### config.mk
export PLATFORM = sky130hd
export DESIGN_NAME = kldiv_ctrl
export DESIGN_NICKNAME = d
export VERILOG_FILES = /design/src/rtl/kldiv_pkg.sv /design/src/rtl/kldiv_ctrl.sv
export SDC_FILE = /design/constraint.sdc
export NUM_CORES = 1
export LEC_CHECK = 0
export ABC_AREA = 1
export BUFFER_PORTS_ARGS = -buffer_cell sky130_fd_sc_hd__buf_4
export CAP_MARGIN = 20
export CORE_AREA = 2 2 39 41
export DETAILED_ROUTE_END_ITERATION = 10
export DIE_AREA = 0 0 41 43
export GPL_ROUTABILITY_DRIVEN = 0
export PLACE_DENSITY = 0.6
export SLEW_MARGIN = 20
export SYNTH_ARGS = -nofsm -noshare
export SYNTH_HDL_FRONTEND = slang
export SYNTH_SLANG_ARGS = --single-unit
### constraint.sdc
create_clock -name i_clk -period 0.85 [get_ports i_clk]
set_input_delay 0.0425 -clock i_clk [delete_from_list [all_inputs] [get_ports i_clk]]
set_output_delay 0.0425 -clock i_clk [all_outputs]
set_load 0.01 [all_outputs]
### src/rtl/kldiv_pkg.sv
package kldiv_pkg;

    // Default sizes for the top-level parameters.
    localparam int LOG_TABLE_ENTRIES_DEF = 256;
    localparam int ACC_WIDTH_DEF         = 48;

    // Field widths fixed by the interface.
    localparam int T_W        = 16;
    localparam int X_W        = 24;
    localparam int GRAD_W     = 17;
    localparam int LOSS_W     = 48;
    localparam int RECIP_W    = 17;
    localparam int CFG_IDX_W  = 2;
    localparam int CFG_DATA_W = 17;

    // Configuration register indexes.
    localparam logic [CFG_IDX_W-1:0] CFG_SIZE_AVERAGE     = 2'd0;
    localparam logic [CFG_IDX_W-1:0] CFG_COUNT_RECIPROCAL = 2'd1;

    // Reset value of the reciprocal register (1.0 in Q1.16).
    localparam logic [RECIP_W-1:0] RECIP_RESET = 17'd65536;

    // Arithmetic constants.
    localparam int LN2_Q16         = 45426;
    localparam int LN_SERIES_TERMS = 25;
    localparam logic [LOSS_W-1:0] LOSS_MAX = 48'h7FFF_FFFF_FFFF;
    localparam logic [LOSS_W-1:0] LOSS_MIN = 48'h8000_0000_0000;

    // One input word.
    typedef struct packed {
        logic [T_W-1:0]        target_prob;
        logic signed [X_W-1:0] input_logprob;
        logic                  last_element;
    } t_in_word;

    // One result word.
    typedef struct packed {
        logic signed [GRAD_W-1:0] grad_value;
        logic signed [LOSS_W-1:0] loss_value;
        logic                     loss_valid;
    } t_out_word;

    // Controller states.
    typedef enum logic [3:0] {
        ST_IDLE,
        ST_NORM,
        ST_TABLE,
        ST_INTERP,
        ST_PRODUCT,
        ST_ACCUM,
        ST_ABS,
        ST_MUL_FRAC,
        ST_MUL_LO,
        ST_MUL_HI,
        ST_COMBINE,
        ST_FINAL,
        ST_PUSH
    } t_kldiv_state;

    // Step commands from the controller to the datapath.
    typedef struct packed {
        logic load;
        logic norm;
        logic lookup;
        logic interp;
        logic product;
        logic accum;
        logic absval;
        logic mul_frac;
        logic mul_lo;
        logic mul_hi;
        logic combine;
        logic finish;
        logic push;
    } t_dp_cmd;

    // Status from the datapath to the controller.
    typedef struct packed {
        logic last;
        logic avg;
        logic out_free;
    } t_dp_status;

    // Table entry ln(1 + z-derived ratio) in Q16 from the atanh series in Q32.
    // Only evaluated at elaboration to build the constant log table.
    function automatic logic [15:0] ln_series(input logic [63:0] z);
        logic [63:0] z2;
        logic [63:0] term;
        logic [63:0] sum;
        logic [63:0] full;
        z2   = (z * z) >> 32;
        term = z;
        sum  = 64'd0;
        for (int k = 0; k < LN_SERIES_TERMS; k++) begin
            sum  = sum + term / 64'(2 * k + 1);
            term = (term * z2) >> 32;
        end
        full = ((sum << 1) + 64'd32768) >> 16;
        return full[15:0];
    endfunction

endpackage

### src/rtl/kldiv_ctrl.sv
module kldiv_ctrl (
    input  logic                  i_clk,
    input  logic                  i_rst_n,
    input  logic                  i_in_valid,
    output logic                  o_ready,
    input  kldiv_pkg::t_dp_status i_status,
    output kldiv_pkg::t_dp_cmd    o_cmd
);

    kldiv_pkg::t_kldiv_state r_state;
    kldiv_pkg::t_kldiv_state n_state;

    // State register.
    always_ff @(posedge i_clk) begin
        if (!i_rst_n) begin
            r_state <= kldiv_pkg::ST_IDLE;
        end else begin
            r_state <= n_state;
        end
    end

    // Next state and step commands.
    always_comb begin
        n_state = r_state;
        o_cmd   = '0;
        o_ready = (r_state == kldiv_pkg::ST_IDLE);
        case (r_state)
            kldiv_pkg::ST_IDLE: begin
                if (i_in_valid) begin
                    o_cmd.load = 1'b1;
                    n_state    = kldiv_pkg::ST_NORM;
                end
            end
            kldiv_pkg::ST_NORM: begin
                o_cmd.norm = 1'b1;
                n_state    = kldiv_pkg::ST_TABLE;
            end
            kldiv_pkg::ST_TABLE: begin
                o_cmd.lookup = 1'b1;
                n_state      = kldiv_pkg::ST_INTERP;
            end
            kldiv_pkg::ST_INTERP: begin
                o_cmd.interp = 1'b1;
                n_state      = kldiv_pkg::ST_PRODUCT;
            end
            kldiv_pkg::ST_PRODUCT: begin
                o_cmd.product = 1'b1;
                n_state       = kldiv_pkg::ST_ACCUM;
            end
            kldiv_pkg::ST_ACCUM: begin
                o_cmd.accum = 1'b1;
                if (!i_status.last) begin
                    n_state = kldiv_pkg::ST_PUSH;
                end else if (i_status.avg) begin
                    n_state = kldiv_pkg::ST_ABS;
                end else begin
                    n_state = kldiv_pkg::ST_FINAL;
                end
            end
            kldiv_pkg::ST_ABS: begin
                o_cmd.absval = 1'b1;
                n_state      = kldiv_pkg::ST_MUL_FRAC;
            end
            kldiv_pkg::ST_MUL_FRAC: begin
                o_cmd.mul_frac = 1'b1;
                n_state        = kldiv_pkg::ST_MUL_LO;
            end
            kldiv_pkg::ST_MUL_LO: begin
                o_cmd.mul_lo = 1'b1;
                n_state      = kldiv_pkg::ST_MUL_HI;
            end
            kldiv_pkg::ST_MUL_HI: begin
                o_cmd.mul_hi = 1'b1;
                n_state      = kldiv_pkg::ST_COMBINE;
            end
            kldiv_pkg::ST_COMBINE: begin
                o_cmd.combine = 1'b1;
                n_state       = kldiv_pkg::ST_FINAL;
            end
            kldiv_pkg::ST_FINAL: begin
                o_cmd.finish = 1'b1;
                n_state      = kldiv_pkg::ST_PUSH;
            end
            kldiv_pkg::ST_PUSH: begin
                if (i_status.out_free) begin
                    o_cmd.push = 1'b1;
                    n_state    = kldiv_pkg::ST_IDLE;
                end
            end
            default: begin
                n_state = kldiv_pkg::ST_IDLE;
            end
        endcase
    end

endmodule

==> flow_summary.toml <==
[synth]
syn-num-nets = 75
ys_ff_latch = 4
synthCells = 69
ys_warn_count = 0
seq_area_frac_synth = 0.228
ys_types = 9
synth.cell_area_um2 = 352
post_synth.cell_area_avg_um2 = 5.10

[routing]
first_iter_violations = 4
drc_errors = 0
routed_wl_um = 973
vias_per_cell = 4.30
ant_nets = 0
drtPass1Iterations = 4
wl_per_cell_um = 8.77
routed-via-count = 477

[global_route]
grtUsageMet1 = 0.139
gr-usage-met3 = 0.0314
grt_first_pass_wirelength_um = 1550
grt-ovfl-total = 0
antenna_found_initial = 0
busiest_layer = "met2"
grtUsageTotal = 0.132
grt_max_degree = 8
grt_pass1_vias = 419
met2_usage = 0.228

[critical_path]
critPathRequiredTime_ps = 810
crit_path_end_kind = "primary output"
r2r_setup_slack_ps = -150
slowest_delay_ps = 370
path_cells = "nor2_4, inv_4, nor3_2, buf_4"
crit_path_start_kind = "flop"
r2r_cells = 7
r2r-end = "r_state[1]"
setup.worst_path.class = "flop to primary output"
cpMaxStageDelayCell = "dfxtp_4"
cp_max_fo = 7
reg2reg_from = "r_state[0]"
cp.arrival_ps = 1070

[clock_tree]
insertion_delay_ps = 230
cts_buffers = 3
root_buffer = "clkbuf_4"
cts.sinks = 4
clock_path_buffers = 2
cts_hold_buf = 0
cts_tree = "built"
cts.clk_slew.worst_paths_ps = 40
cts_max_level = 1

[layout]
antennaDiodeCount = 0
fill_cells = 131
finalNetCount = 103
largestRegisters = "r_state: 4 flops"
regMostFlops = "r_state"
largest_register_ffs = 4
areaGrowthSynthToFinish_pct = 99.6
layoutNonFillerInstCount = 111
final_layout_size_suffix_gt1_frac = 0.568

[power_and_ir_drop]
peakVddDrop_v = 0.000568
p_per_area_mw_per_mm2 = 1150
p_leak_nw = 0.371
p_total_uw = 809

[floorplanning]
initial_core_util = 0.254
std_cell_rows = 14
die_h_um = 43
ioPinCount = 20
core_area_mm2 = 0.00138
dieWidth_um = 41
die_area_mm2 = 0.00176

[worst_hold_path]
holdPathEnd = "r_state[3]"
hold_class = "input port to flop"
min_path_cells = 3
hp-start = "i_rst_n"

[sta]
setup_viol = 18
drv_slew = 0
holdWs_ps = 12.5
rsz0062_at_grt = "true"
worst_pin_slew_ps = 140
timing.final.ws_setup_ps = -261
fmax_ghz = 0.900
period_share = 1.31
slew-limit-headroom = 0.907
finClkSkew_ps = 0.636
finalSetupTns_ps = -3460
hold_violations = 0
finalCriticalPeriod_ps = 1110

[outcome]
violations = "negative setup slack"
outcome = "finished, violations left"

[job]
maxCapViolCount = 0

[placement]
io_buffers = 19
dpl_worst_slack_ps = -139
post-place-cells = 106
dpl.hpwl_um = 758
[how the worst max path moves through the flow]
stage | start | endpoint | slack, ps
after global placement | r_state[0] | o_cmd[12] | -110
after detailed placement | r_state[0] | o_cmd[12] | -140
after floorplan | r_state[3] | r_state[3] | -10
after global routing | r_state[2] | o_cmd[12] | -310
final | r_state[0] | o_cmd[12] | -260
after CTS | r_state[3] | o_cmd[12] | -250
[timing repair]
action / 4_1_cts / 5_1_grt
resized for setup: 23 / 11
buffers inserted: 2 / 1
setup endpoints to repair: 18 / 18
pin swaps: 7 / 5
[routing by layer]
layer  part of all wire  vias to the layer above
met5                  0                        -
met4                  0                        0
met3              0.082                        0
met2               0.54                       17
met1               0.38                      203
li1                   -                      257
[report_power, final]
| group | switching (mW) | internal (mW) |
|---|---|---|
| clock network | 0.0732 | 0.158 |
| logic | 0.183 | 0.161 |
| registers | 0.0332 | 0.201 |
| total | 0.289 | 0.520 |
[critical path: cells and delay by family (launching register included)]
family / cells / cell delay, ps
DFF: 1 / 370
buffers and inverters: 2 / 210
and+or+nand+nor: 2 / 260
[cells in the mapped netlist]
master	instances	area share
nand2_1	17	0.18
nor2_1	17	0.18
inv_1	16	0.17
nand3_1	7	0.10
dfxtp_1	4	0.23
nor2_2	4	0.071
nor3_1	2	0.028
nand2_2	1	0.018
nand3b_1	1	0.021
[cell families (layout without fill, tap and decap cells)]
logic type | count (synthesis) | in the layout | synth area share
simple gates | 49 | 49 | 0.601
buf+inv | 16 | 42 | 0.171
flops | 4 | 4 | 0.228
[metrics by stage]
step                area, um^2   util
finish                     702  0.507
global route               702  0.507
CTS                        667  0.482
detailed placement         564  0.408
global placement           564  0.408
floorplan                  387      -
[placed cells by master, fill, tap and decap left out]
cell type	n
inv_2	4
inv_4	2
nand3b_1	1
inv_1	10
nand3_2	1
buf_4	18
nor3_4	1
nor2_4	7
nand2_2	3
nor2_1	12
nand2_1	12
nand2_4	3
nor2_2	2
nor3_2	1
buf_6	5
nand3_1	6
dfxtp_4	4
clkbuf_4	3
[cell type report]
type                    instances  area (um^2)  area share
clock buffers                   3         22.5      0.0321
inverters                      16         65.1      0.0927
multi-input cells              49          308       0.439
flip-flops and latches          4         95.1       0.135
well taps                      16         20.0      0.0285
repair buffers                 23          191       0.273
Note: power is estimated with default switching activity, not from simulation.
